==> src/hw/rtl/tle_ram.sv <==
`timescale 1ns / 1ps
`default_nettype none
// ----------------------------------------------------------------------------
// tle_ram
// Generic simple dual-port RAM with one write port and a registered read.
// ----------------------------------------------------------------------------
module tle_ram #(
    parameter int WIDTH = 8,
    parameter int DEPTH = 64
) (
    input  wire                      i_clk,
    input  wire                      i_we,
    input  wire [$clog2(DEPTH)-1:0]  i_waddr,
    input  wire [WIDTH-1:0]          i_wdata,
    input  wire [$clog2(DEPTH)-1:0]  i_raddr,
    output logic [WIDTH-1:0]         o_rdata
);
    logic [WIDTH-1:0] r_mem [DEPTH];

    always_ff @(posedge i_clk) begin
        if (i_we) begin
            r_mem[i_waddr] <= i_wdata;
        end
        o_rdata <= r_mem[i_raddr];
    end
endmodule
`default_nettype wire

==> config.mk <==
export PLATFORM = sky130hd
export DESIGN_NAME = tle_ram
export DESIGN_NICKNAME = d
export VERILOG_FILES = /design/src/hw/rtl/tle_ram.sv
export SDC_FILE = /design/constraint.sdc
export NUM_CORES = 1
export LEC_CHECK = 0
export BUFFER_PORTS_ARGS = -buffer_cell sky130_fd_sc_hd__buf_2
export CAP_MARGIN = 20
export CORE_ASPECT_RATIO = 0.75
export CORE_UTILIZATION = 60
export CTS_CLUSTER_DIAMETER = 60
export CTS_CLUSTER_SIZE = 25
export DETAILED_ROUTE_END_ITERATION = 8
export GPL_TIMING_DRIVEN = 0
export PLACE_DENSITY = 0.75
export SLEW_MARGIN = 20
export SYNTH_ARGS = -nofsm -noshare
export SYNTH_HDL_FRONTEND = slang
export SYNTH_SLANG_ARGS = --single-unit
==> constraint.sdc <==
create_clock -name i_clk -period 5.4 [get_ports i_clk]
set_clock_uncertainty 0.15 [all_clocks]
set_input_delay 0.54 -clock i_clk [delete_from_list [all_inputs] [get_ports i_clk]]
set_output_delay 0.54 -clock i_clk [all_outputs]
set_load 0.01 [all_outputs]
==> run metrics <==
largest net degree at the start of global routing 65; std cell rows 57; Tot Pwr 7.42 mW; final setup vio count 0; Syn Inst Count 940; worst path buffer plus inverter count 4; Psw around 1.7 mW; PortBufs 21; clock transition at the registers of the reported paths 0.09 ns; sequential power share 60.2%; io pins 30; Top FF cell, synth edfxtp_1; Critical Path Source Type input pin; ys async rst share 0%; CP Class input pin to flop; max incr delay on CP 0.68 ns; Die Height 161 um; Yosys reg bits 520; Crit path max-delay family buffers and inverters; global placer's final weighted congestion 0.929; maximum vdd drop roughly 0.00034 V; combinational share of power 6.0%; routed wire length 46200 um; Final ANT Viol Nets 0; CTS max path bufs 3; initial antenna violation count 0; DRC 0; Sink Count 520; Synth cell types 40; Starting Density about 60%; Total Routing Usage GR between 20 and 30%; final-stage net count 1015; vias about 10000; adder-cell share of the synthesized area 0%; r2r setup slk 2.89 ns; Skew-Pair Late Insertion Delay around 0.6 ns; Slew @ Worst Pin 1.00 ns; worst hold path class input pin to flop; post-synthesis xor/xnor area fraction 0%; unrepaired setup endpoints after global routing no; cell repeated most along the worst path buf_2; Arrival @ worst endpoint between 3 and 4 ns; worst relative slew slack 33.1%; Yosys Warn Count 0; P_leak 6.69 nW; Sw Ratio 22.3%; fraction of the cycle the final worst path needs 54.5%; Syn Nets 962; first-pass GRT wire length 66700 um; Critical Path Sink Type flop; htree depth 1; Inserted Clock Buffers 30; clock root buffer clkbuf_16; Post-synth EDFFs ~510; total core area ~0.033 mm^2; cts hold-fix bufs 0; Worst EP required between 5 and 6 ns; crit path max-delay cell type o41ai_1; Die Span X 214 um; crit path max fanout 10; Resize count post-CTS 0; syn avg cell area 21.5 um^2; Seq/Total Area, Yosys 77.0%; setup_tns 0 ns; Die Area 0.0344 mm^2; routed len/inst about 32 um; max-cap viol count 0; post-synthesis compound-gate area fraction under 10%; Post-CTS Setup Repair Bufs 0; PwrDens 340 mW/mm^2; Area growth, synth to finish 8.35%; gr ovfl total 0; post-DP HPWL 29400 um; outcome finished clean; Final Hold Fails 0; Clock Power Share 33.8%; largest family of logic cells by synthesized area multiplexers; vias per cell 6.85; vias in the first global route 9636; mux share of post-synthesis cell area 15.9%; antenna diode count 0; Pint a little under 6 mW; 1st-pass router iterations 5; Simple-Gate Fraction of Synth Area around 3.4%; share of layout cells above drive strength 1 24.1%; drt first-iter violations ~1600; post-layout minimum cycle time 2.94 ns; crit-path cells buf_2 -> buf_4 -> clkbuf_1 -> buf_2 -> o221ai_1 -> o21a_1 -> o41ai_1; Fmax achieved about 340 MHz; Pins Over Slew Limit 0; mapped cell area 0.0202 mm^2; CTS tree yes
-- per-stage QoR --
step                      utilization [%]  instances  instance area [um^2]  setup WS, ns  hold slack (ns)
after floorplan                         -        940                 20200          3.04            0.489
after detailed placement             63.7       1403                 20800          1.98            0.723
after global placement               63.6       1403                 20800          1.97            0.725
after CTS                            66.7       1454                 21800          2.59            0.182
after global routing                 66.8       1454                 21900          2.33            0.210
final                                66.8       1454                 21900          2.46            0.246
-- state kept, by name, indices dropped and copies added (netlist names) --
signal and count:
r_mem 512, o_rdata 8
-- logic make-up (layout without fill, tap and decap cells) --
| kind of cell | count (synthesis) | count (layout) |
|---|---|---|
| buf+inv | 51 | 123 |
| mux | 162 | 162 |
| compound gates | 54 | 54 |
| simple gates | 153 | 153 |
| flops | 520 | 520 |
-- cells in the final DEF (no fill, tap or decap), types with 5 or more instances in the layout --
cell type / count
nor2_1: 83
o221ai_1: 8
nor2b_1: 14
a221oi_1: 6
nand2_1: 19
nand2b_1: 7
clkbuf_1: 18
o22ai_1: 8
mux2_2: 13
mux4_2: 126
nor3_1: 5
inv_8: 6
buf_2: 24
clkbuf_16: 31
mux2i_1: 23
dfxtp_1: 8
nand3_1: 13
buf_4: 21
edfxtp_1: 512
-- layer usage --
metal | part of all wire [%] | track usage [%] | wire [um]
met5 | 0 | 0 | 0
met4 | 3.2 | 7.99 | 1480
met3 | 12 | 6.34 | 5490
met2 | 44 | 40.1 | 20400
met1 | 41 | 44.4 | 18800
-- layout make-up --
cell class,count,area (um^2)
multi-input cells,369,4330
plain buffers,51,317
flip-flops and latches,520,15500
well taps,442,553
repair buffers,21,125
clock buffers,32,779
clock inverters,19,216
fillers,2036,10900
-- power by group through the flow --
stage | Combinational (mW) | Sequential [mW] | Clock (mW)
CTS | 0.436 | 4.47 | 2.53
floorplan | 0.238 | 4.56 | 0
global placement | 0.424 | 4.56 | 0
finish | 0.442 | 4.47 | 2.51
detailed placement | 0.435 | 4.56 | 0
global route | 0.464 | 4.47 | 2.66
-- worst register-to-register path, delay by kind of cell, from the launching register on --
family / cells / cell delay [ns]
AOI/OAI and AO/OA: 2 / 1.15
DFF: 1 / 0.38
muxes: 1 / 0.50
and+or+nand+nor: 1 / 0.16
-- final timing paths --
check                from    endpoint  cells after the start
max            i_raddr[2]  o_rdata[5]                      7
min            i_raddr[5]  o_rdata[3]                      2
max reg2reg   r_mem[3][5]  o_rdata[5]                      4
min reg2reg  r_mem[22][1]  o_rdata[1]                      4
-- synthesized netlist by cell type (3+ instances only) --
library cell  instances  area (um^2)
nor3_1                7         35.0
nand2b_1              7         43.8
dfxtp_1               8          160
nand2_1              19         71.3
buf_6                 4         45.0
a211oi_1              4         30.0
nand3_1              13         65.1
buf_4                13         97.6
nor2_1               83          312
clkbuf_1             17         63.8
a22oi_1               3         22.5
nor2b_1              14         87.6
mux2_2               13          146
a21oi_1               3         15.0
buf_1                 4         15.0
mux4_2              126         2840
edfxtp_1            512        15400
o2bb2ai_1             3         26.3
o221ai_1              8         70.1
o2111ai_1             3         26.3
a221oi_1              6         52.6
o22ai_1               8         50.1
buf_2                11         55.1
mux2i_1              23          230
nand3b_1              3         22.5
Power figures use the tool's default switching activity.
