`src/hw/rtl/tle_pkg.sv`:
```
`timescale 1ns / 1ps
`default_nettype none
// ----------------------------------------------------------------------------
// tle_pkg
// Shared constants, types and codes of the terminal line editor.
// ----------------------------------------------------------------------------
package tle_pkg;

    localparam int LINE_BYTES    = 64;
    localparam int HISTORY_DEPTH = 8;

    localparam int CNT_W  = $clog2(LINE_BYTES);
    localparam int SLOT_W = (HISTORY_DEPTH > 1) ? $clog2(HISTORY_DEPTH) : 1;
    localparam int FILL_W = $clog2(HISTORY_DEPTH + 1);
    localparam int HIST_WORDS = HISTORY_DEPTH * LINE_BYTES;
    localparam int HADDR_W = $clog2(HIST_WORDS);

    localparam logic [7:0] CH_ESC  = 8'h1B;
    localparam logic [7:0] CH_LBRK = 8'h5B;
    localparam logic [7:0] CH_BS   = 8'h08;
    localparam logic [7:0] CH_DEL  = 8'h7F;
    localparam logic [7:0] CH_CR   = 8'h0D;
    localparam logic [7:0] CH_BSL  = 8'h5C;

    localparam logic [1:0] OP_RX      = 2'd0;
    localparam logic [1:0] OP_READ    = 2'd1;
    localparam logic [1:0] OP_RELEASE = 2'd2;

    localparam logic [1:0] RD_NONE  = 2'd0;
    localparam logic [1:0] RD_SHOW  = 2'd1;
    localparam logic [1:0] RD_CLEAR = 2'd2;

    localparam logic [1:0] REG_ECHO = 2'd0;
    localparam logic [1:0] REG_UP   = 2'd1;
    localparam logic [1:0] REG_DOWN = 2'd2;

    typedef struct packed {
        logic       echo_en;
        logic [7:0] up_code;
        logic [7:0] dn_code;
    } t_cfg;

    typedef struct packed {
        logic       op_valid;
        logic [1:0] opcode;
        logic [7:0] data_byte;
        logic [5:0] read_index;
        logic       push_history;
    } t_item;

    typedef struct packed {
        logic [7:0] read_data;
        logic [5:0] line_length;
        logic       overflow;
        logic       line_ready;
        logic [1:0] redraw;
        logic       erase_echo;
        logic [7:0] echo_byte;
        logic       echo_valid;
    } t_result;

endpackage
`default_nettype wire

```
`src/hw/rtl/tle_seq.sv`:
```
`timescale 1ns / 1ps
`default_nettype none
// ----------------------------------------------------------------------------
// tle_seq
// Sequencer of the line editor: decodes one item, updates the line and
// history state and runs the byte copies between line and history memories.
// ----------------------------------------------------------------------------
module tle_seq (
    input  wire                          i_clk,
    input  wire                          i_rst_n,
    input  wire  tle_pkg::t_cfg          i_cfg,
    input  wire  tle_pkg::t_item         i_item,
    output logic                         o_ready,
    output logic                         o_emit_valid,
    input  wire                          i_emit_ready,
    output tle_pkg::t_result             o_result,
    // line memory
    output logic                         o_line_we,
    output logic [tle_pkg::CNT_W-1:0]    o_line_waddr,
    output logic [7:0]                   o_line_wdata,
    output logic [tle_pkg::CNT_W-1:0]    o_line_raddr,
    input  wire  [7:0]                   i_line_rdata,
    // history memory
    output logic                         o_hist_we,
    output logic [tle_pkg::HADDR_W-1:0]  o_hist_waddr,
    output logic [7:0]                   o_hist_wdata,
    output logic [tle_pkg::HADDR_W-1:0]  o_hist_raddr,
    input  wire  [7:0]                   i_hist_rdata
);
    localparam int L  = tle_pkg::LINE_BYTES;
    localparam int D  = tle_pkg::HISTORY_DEPTH;
    localparam int CW = tle_pkg::CNT_W;
    localparam int SW = tle_pkg::SLOT_W;
    localparam int FW = tle_pkg::FILL_W;
    localparam int AW = tle_pkg::HADDR_W;

    typedef enum logic [4:0] {
        S_IDLE = 5'b00001,
        S_EXEC = 5'b00010,
        S_COPY = 5'b00100,
        S_PUSH = 5'b01000,
        S_EMIT = 5'b10000
    } t_state;

    t_state r_state, n_state;

    logic [1:0]     r_op;
    logic [7:0]     r_byte;
    logic [5:0]     r_idx;
    logic           r_push;

    logic [CW-1:0]  r_count, n_count;
    logic [FW-1:0]  r_fill, n_fill;
    logic [SW-1:0]  r_head, n_head;
    logic [FW-1:0]  r_pos, n_pos;
    logic           r_browse, n_browse;
    logic           r_esc, n_esc;
    logic           r_brk, n_brk;
    logic           r_rdy, n_rdy;
    logic           r_ovf, n_ovf;
    logic [CW-1:0]  r_len [D];

    logic [SW-1:0]  r_slot, n_slot;
    logic [CW-1:0]  r_xlen, n_xlen;
    logic [CW-1:0]  r_cnt, n_cnt;
    logic           r_pend, n_pend;
    logic [CW-1:0]  r_paddr, n_paddr;

    logic           r_ev, n_ev;
    logic [7:0]     r_eb, n_eb;
    logic           r_er, n_er;
    logic [1:0]     r_rd, n_rd;
    logic [7:0]     r_rdat, n_rdat;

    logic           len_we;
    logic [FW-1:0]  load_k;
    logic [SW-1:0]  load_slot;
    logic [SW:0]    slot_sum;
    logic           erase;
    logic           accept;

    assign accept  = (r_state == S_IDLE) && i_item.op_valid;
    assign o_ready = (r_state == S_IDLE);
    assign erase   = (r_byte == tle_pkg::CH_BS) || (r_byte == tle_pkg::CH_DEL);

    // Entry k (newest first) sits in slot head-1-k, modulo the history depth.
    assign slot_sum = (SW+1)'(r_head) + (SW+1)'(D - 1) - (SW+1)'(load_k);
    always_comb begin
        if (slot_sum >= (SW+1)'(D)) begin
            load_slot = SW'(slot_sum - (SW+1)'(D));
        end else begin
            load_slot = SW'(slot_sum);
        end
    end

    always_comb begin
        n_state  = r_state;
        n_count  = r_count;
        n_fill   = r_fill;
        n_head   = r_head;
        n_pos    = r_pos;
        n_browse = r_browse;
        n_esc    = r_esc;
        n_brk    = r_brk;
        n_rdy    = r_rdy;
        n_ovf    = r_ovf;
        n_slot   = r_slot;
        n_xlen   = r_xlen;
        n_cnt    = r_cnt;
        n_pend   = 1'b0;
        n_paddr  = r_cnt;
        n_ev     = r_ev;
        n_eb     = r_eb;
        n_er     = r_er;
        n_rd     = r_rd;
        n_rdat   = r_rdat;
        len_we   = 1'b0;
        load_k   = '0;

        o_line_we    = 1'b0;
        o_line_waddr = r_count;
        o_line_wdata = r_byte;
        o_line_raddr = r_count - CW'(1);
        o_hist_we    = 1'b0;
        o_hist_waddr = AW'(r_slot) * AW'(L) + AW'(r_paddr);
        o_hist_wdata = i_line_rdata;
        o_hist_raddr = AW'(r_slot) * AW'(L) + AW'(r_cnt);
        o_emit_valid = 1'b0;

        unique case (r_state)
            S_IDLE: begin
                if (i_item.opcode == tle_pkg::OP_READ) begin
                    o_line_raddr = CW'(i_item.read_index);
                end
                if (accept) begin
                    n_state = S_EXEC;
                end
            end
            S_EXEC: begin
                n_ev   = 1'b0;
                n_eb   = '0;
                n_er   = 1'b0;
                n_rd   = tle_pkg::RD_NONE;
                n_rdat = '0;
                n_cnt  = '0;
                n_state = S_EMIT;
                case (r_op)
                    tle_pkg::OP_RX: begin
                        if (r_byte == tle_pkg::CH_ESC) begin
                            n_esc = 1'b1;
                        end else if (r_byte == tle_pkg::CH_LBRK && r_esc) begin
                            n_brk = 1'b1;
                        end else if (r_byte == i_cfg.up_code && r_brk) begin
                            n_esc = 1'b0;
                            n_brk = 1'b0;
                            if (!r_rdy && (r_browse ? (r_pos + FW'(1) < r_fill)
                                                    : (r_fill != '0))) begin
                                n_pos    = r_browse ? r_pos + FW'(1) : '0;
                                n_browse = 1'b1;
                                load_k   = n_pos;
                                n_slot   = load_slot;
                                n_xlen   = r_len[load_slot];
                                n_count  = r_len[load_slot];
                                n_rd     = tle_pkg::RD_SHOW;
                                n_state  = S_COPY;
                            end
                        end else if (r_byte == i_cfg.dn_code && r_brk) begin
                            n_esc = 1'b0;
                            n_brk = 1'b0;
                            if (!r_rdy && r_browse) begin
                                if (r_pos != '0) begin
                                    n_pos   = r_pos - FW'(1);
                                    load_k  = n_pos;
                                    n_slot  = load_slot;
                                    n_xlen  = r_len[load_slot];
                                    n_count = r_len[load_slot];
                                    n_rd    = tle_pkg::RD_SHOW;
                                    n_state = S_COPY;
                                end else begin
                                    n_browse = 1'b0;
                                    n_count  = '0;
                                    n_rd     = tle_pkg::RD_CLEAR;
                                end
                            end
                        end else if (r_brk) begin
                            n_esc = 1'b0;
                            n_brk = 1'b0;
                        end else begin
                            n_esc = 1'b0;
                            n_brk = 1'b0;
                            if (i_cfg.echo_en && !(erase && (r_count == '0 || r_rdy))) begin
                                n_ev = 1'b1;
                                n_eb = r_byte;
                            end
                            if (r_rdy) begin
                                n_ovf = 1'b1;
                            end else if (erase) begin
                                if (r_count != '0) begin
                                    n_count = r_count - CW'(1);
                                    n_er    = i_cfg.echo_en;
                                end
                            end else if (r_byte == tle_pkg::CH_CR &&
                                         !(r_count != '0 && i_line_rdata == tle_pkg::CH_BSL)) begin
                                n_rdy    = 1'b1;
                                n_browse = 1'b0;
                            end else if (r_count < CW'(L - 1)) begin
                                o_line_we = 1'b1;
                                n_count   = r_count + CW'(1);
                            end else begin
                                n_rdy    = 1'b1;
                                n_browse = 1'b0;
                            end
                        end
                    end
                    tle_pkg::OP_READ: begin
                        if (CW'(r_idx) < r_count && {2'b00, r_idx} < (CW+2)'(L)) begin
                            n_rdat = i_line_rdata;
                        end
                    end
                    tle_pkg::OP_RELEASE: begin
                        if (r_rdy) begin
                            if (r_push) begin
                                n_slot = r_head;
                                n_xlen = r_count;
                                len_we = 1'b1;
                                n_head = (r_head == SW'(D - 1)) ? '0 : r_head + SW'(1);
                                if (r_fill < FW'(D)) begin
                                    n_fill = r_fill + FW'(1);
                                end
                                n_state = S_PUSH;
                            end
                            n_rdy   = 1'b0;
                            n_ovf   = 1'b0;
                            n_count = '0;
                        end
                    end
                    default: begin
                    end
                endcase
            end
            S_COPY: begin
                // The history byte addressed in the previous cycle is written to the line now.
                o_line_we    = r_pend;
                o_line_waddr = r_paddr;
                o_line_wdata = i_hist_rdata;
                if (r_cnt < r_xlen) begin
                    n_pend = 1'b1;
                    n_cnt  = r_cnt + CW'(1);
                end else if (!r_pend) begin
                    n_state = S_EMIT;
                end
            end
            S_PUSH: begin
                o_line_raddr = r_cnt;
                o_hist_we    = r_pend;
                if (r_cnt < r_xlen) begin
                    n_pend = 1'b1;
                    n_cnt  = r_cnt + CW'(1);
                end else if (!r_pend) begin
                    n_state = S_EMIT;
                end
            end
            S_EMIT: begin
                o_emit_valid = 1'b1;
                if (i_emit_ready) begin
                    n_state = S_IDLE;
                end
            end
            default: begin
                n_state = S_IDLE;
            end
        endcase
    end

    always_comb begin
        o_result.echo_valid  = r_ev;
        o_result.echo_byte   = r_eb;
        o_result.erase_echo  = r_er;
        o_result.redraw      = r_rd;
        o_result.line_ready  = r_rdy;
        o_result.overflow    = r_ovf;
        o_result.line_length = 6'(r_count);
        o_result.read_data   = r_rdat;
    end

    always_ff @(posedge i_clk) begin
        if (!i_rst_n) begin
            r_state  <= S_IDLE;
            r_count  <= '0;
            r_fill   <= '0;
            r_head   <= '0;
            r_pos    <= '0;
            r_browse <= 1'b0;
            r_esc    <= 1'b0;
            r_brk    <= 1'b0;
            r_rdy    <= 1'b0;
            r_ovf    <= 1'b0;
            r_pend   <= 1'b0;
        end else begin
            r_state  <= n_state;
            r_count  <= n_count;
            r_fill   <= n_fill;
            r_head   <= n_head;
            r_pos    <= n_pos;
            r_browse <= n_browse;
            r_esc    <= n_esc;
            r_brk    <= n_brk;
            r_rdy    <= n_rdy;
            r_ovf    <= n_ovf;
            r_pend   <= n_pend;
        end
    end

    always_ff @(posedge i_clk) begin
        if (accept) begin
            r_op   <= i_item.opcode;
            r_byte <= i_item.data_byte;
            r_idx  <= i_item.read_index;
            r_push <= i_item.push_history;
        end
        if (len_we) begin
            r_len[r_head] <= r_count;
        end
        r_slot  <= n_slot;
        r_xlen  <= n_xlen;
        r_cnt   <= n_cnt;
        r_paddr <= n_paddr;
        r_ev    <= n_ev;
        r_eb    <= n_eb;
        r_er    <= n_er;
        r_rd    <= n_rd;
        r_rdat  <= n_rdat;
    end

    a_state_onehot: assert property (@(posedge i_clk) disable iff (!i_rst_n)
        $onehot(r_state)) else $error("sequencer state not one-hot");
    a_count_bound: assert property (@(posedge i_clk) disable iff (!i_rst_n)
        r_count <= CW'(L - 1)) else $error("line count beyond buffer");
    a_fill_bound: assert property (@(posedge i_clk) disable iff (!i_rst_n)
        r_fill <= FW'(D)) else $error("history fill beyond depth");
    a_browse_pos: assert property (@(posedge i_clk) disable iff (!i_rst_n)
        r_browse |-> (r_pos < r_fill)) else $error("history position past fill");
    a_ready_no_browse: assert property (@(posedge i_clk) disable iff (!i_rst_n)
        $rose(r_rdy) |-> !r_browse) else $error("line finished while browsing");
endmodule
`default_nettype wire
```
`config.mk`:
```
export PLATFORM = sky130hd
export DESIGN_NAME = tle_seq
export DESIGN_NICKNAME = d
export VERILOG_FILES = /design/src/hw/rtl/tle_pkg.sv /design/src/hw/rtl/tle_seq.sv
export SDC_FILE = /design/constraint.sdc
export NUM_CORES = 1
export LEC_CHECK = 0
export BUFFER_PORTS_ARGS = -buffer_cell sky130_fd_sc_hd__clkbuf_2
export CELL_PAD_IN_SITES_DETAIL_PLACEMENT = 1
export CELL_PAD_IN_SITES_GLOBAL_PLACEMENT = 2
export CORE_ASPECT_RATIO = 2
export CORE_MARGIN = 3
export CORE_UTILIZATION = 36
export CTS_CLUSTER_SIZE = 28
export DETAILED_ROUTE_END_ITERATION = 16
export PLACE_DENSITY = 0.8
export SYNTH_ARGS = -nofsm -noshare
export SYNTH_HDL_FRONTEND = slang
export SYNTH_SLANG_ARGS = --single-unit
```
`constraint.sdc`:
```
create_clock -name i_clk -period 6.5 [get_ports i_clk]
set_input_delay 1.3 -clock i_clk [delete_from_list [all_inputs] [get_ports i_clk]]
set_output_delay 1.3 -clock i_clk [all_outputs]
set_load 0.05 [all_outputs]
```
==> flow_summary.ini <==
[clock_network]
cts_resized = 0
cts.sinks = 134
holdBufCountCts = 0
cts_tree = yes
cts-root-buf = clkbuf_16
cts_max_level = 4
cts_buffer_depth = 2
cts_buffers = 17
insertion_delay_ns = 0.43
post_cts_buffers = 0
clk_pin_slew_ns = 0.06

[final_layout]
syn_to_final_growth_pct = 19.4
final_core_util_pct = 44.0
regArea_um2 = 3680
nFillCells = 2130
antenna_cells = 0
nets = 818
multi_input_area_um2 = 2960
drive_gt1_share_pct = 27.6

[critical_path]
critical_path_class = reg2reg
critical_path_required_ns = 6.68
reg2reg_depth = 13
critPathCaptureType = flop
crit_fanout = 13
worstReg2RegStart = r_pos[0]
worstSetupStartpoint = r_pos[0]
start_kind = flop
cp.arrival_ns = 5.13

[synthesis]
synth_xor_area_share_pct = 4.48
syn_area_per_cell_um2 = 11.1
dominantRegCellSynth = edfxtp_1
yosysWarnings = 0
synth_edf_count = 100
async_reset_ff_share_pct = 0
netlist_area_um2 = 7010
yosys-mux-area-fraction_pct = 7.39
ys_seq_elements = 134
synth_top_area_share_pct = 42.8
synth_top_cell_by_area = edfxtp_1
netlist_top_cells_count = 100 x edfxtp_1, 73 x nand2_1, 43 x nor2_1
synth_top_cells_by_area = edfxtp_1 43%, dfxtp_1 9.7%, ha_1 4.1%
synth-seq-area-share_pct = 52.6
yosys.area_share.simple_pct = 16.0
synth_top_family_by_area = simple AND/OR/NAND/NOR gates
synth_compound_gate_area_share_pct = 9.76
synth.most_common_cell = edfxtp_1
synthAdderAreaFrac_pct = 4.39
syn_nets = 707
ys_types = 68
netlist_instances = 629

[grt]
grt_usage_pct = 20.1
overflow = 0
grt_pass1_vias = 5896
grt_max_degree = 25
grt_pass1_wl_mm = 32.6
antenna_found_initial = 0

[floorplan]
die_y_um = 203
start_util_pct = 36.9
rows = 71
core-area_um2 = 19000
die_w_um = 105
io_pins = 132
dieArea_um2 = 21300

[sta]
grt_setup_unrepaired = no
setup_tns_ns = 0
setup_viol = 0
finalMaxSlewViolations = 0
final.min_clock_period_ns = 4.95
worst_pin_slew_ns = 1.19
finClkSkew_ns = 0.00602
hold_viol = 0
fin_crit_sh_pct = 76.2
maxSlewHeadroom_pct = 19.9
max_freq_ghz = 0.202

[routing]
wirelength_mm = 20.9
detail_route.wl_per_cell_um = 20.8
drt-initial-drc-count = 176
detail-route-antenna-nets = 0
first_pass_iters = 4
vias_per_cell = 5.34
drc = 0
vias = 5384

[placement]
place.gp.congestion = 0.858
io_buffer_count = 131
dp_hpwl_mm = 16.4

[min_path]
whs_path_depth = 2
min_from = r_ovf
hold_class = reg2reg

[power_and_ir_drop]
intPower_mw = 1.73
ir_drop_mv = 0.162
p_switching_mw = 0.947
switching_share_pct = 35.4
clkPwrFrac_pct = 36.7
comb_power_share_pct = 23.4
power.density_nw_per_um2 = 320
pwr-share-seq_pct = 39.9
p_leak_nw = 3.24

[status]
status = complete, no violations

[flow_run]
cap_violations = 0
==> cells in the final DEF (no fill, tap or decap), types with 9 or more instances in the layout <==
cell       netlist  layout
edfxtp_1       100     100
a21oi_1         21      21
and2_1          18      18
mux4_2          12      12
mux2i_1          9       9
clkbuf_16        0      17
inv_1           30      30
dfxtp_1         34      34
o21ai_0         28      28
clkbuf_2         0     131
nor2_1          43      43
nand2_1         73      73
ha_1            23      23
nor3_1          21      20
nand3_1         21      21
xnor2_1         31      31
==> cell type report <==
type	instances	share of cell area [%]
clock buffer	17	5.08
inverter	30	1.35
clock inverter	15	1.99
sequential	134	44.0
multi-input combinational	419	35.3
timing repair buffer	138	8.46
tap	255	3.81
==> per-layer routing <==
metal | wire, um | part of all wire [%] | vias to the layer above | GRT usage (%)
met2 | 12100 | 58 | 152 | 39.5
met5 | 0 | 0 | - | 0
met4 | 972 | 4.6 | 0 | 11.7
met1 | 7090 | 34 | 2678 | 18.9
met3 | 790 | 3.8 | 54 | 3.83
li1 | - | - | 2500 | -
==> state kept, by name, summed over array words and instances, names as in the netlist, 2 cells and up <==
name / cells
r_head: 3
r_pos: 4
r_paddr: 6
r_rdat: 8
r_op: 2
r_slot: 3
n_paddr: 6
r_byte: 8
r_len: 48
r_count: 6
r_eb: 8
r_state: 5
r_xlen: 6
r_idx: 6
r_rd: 2
r_fill: 4
==> final timing paths <==
kind	to	slack, ns
hold / removal	r_ovf	0.51
hold reg to reg	r_ovf	0.51
setup reg to reg	r_xlen[3]	1.55
setup / recovery	r_xlen[3]	1.55
==> power by group through the flow <==
stage | sequential, mW | combinational (mW) | clock, mW
6_report | 1.07 | 0.627 | 0.981
3_5_place_dp | 1.09 | 0.631 | 0
5_1_grt | 1.08 | 0.669 | 1.04
4_1_cts | 1.07 | 0.634 | 1.00
3_3_place_gp | 1.08 | 0.617 | 0
2_1_floorplan | 1.11 | 0.426 | 0
==> worst max-delay path, stage by stage (launching register included) <==
cell,delay (ns)
dfxtp_1,0.38
ha_1,0.26
xnor2_1,0.25
inv_1,0.08
ha_1,0.21
or3_1,0.31
o22a_1,0.22
a211oi_1,0.50
a31oi_1,0.17
or3_1,0.35
ha_1,0.80
mux4_2,0.61
mux2_4,0.29
mux2_2,0.27
==> per-stage QoR <==
step / cell area (um^2) / hold slack, ns / worst slack [ns] / power, mW / std cells
CTS: 8370 / 0.512 / 1.48 / 2.71 / 1008
global route: 8370 / 0.527 / 1.23 / 2.79 / 1008
global placement: 7780 / 0.500 / 1.24 / 1.70 / 976
finish: 8370 / 0.510 / 1.55 / 2.68 / 1008
detailed placement: 7780 / 0.505 / 1.04 / 1.72 / 976
floorplan: 7010 / 0.475 / 1.40 / 1.54 / 629
==> kinds of logic after synthesis <==
logic type | after synthesis
xor gates and xnor gates | 35
DFF | 134
muxes | 33
AOI/OAI and AO/OA | 100
buffers and inverters | 76
adders and majority gates | 24
and+or+nand+nor | 227
Note: power is estimated with default switching activity, not from simulation.
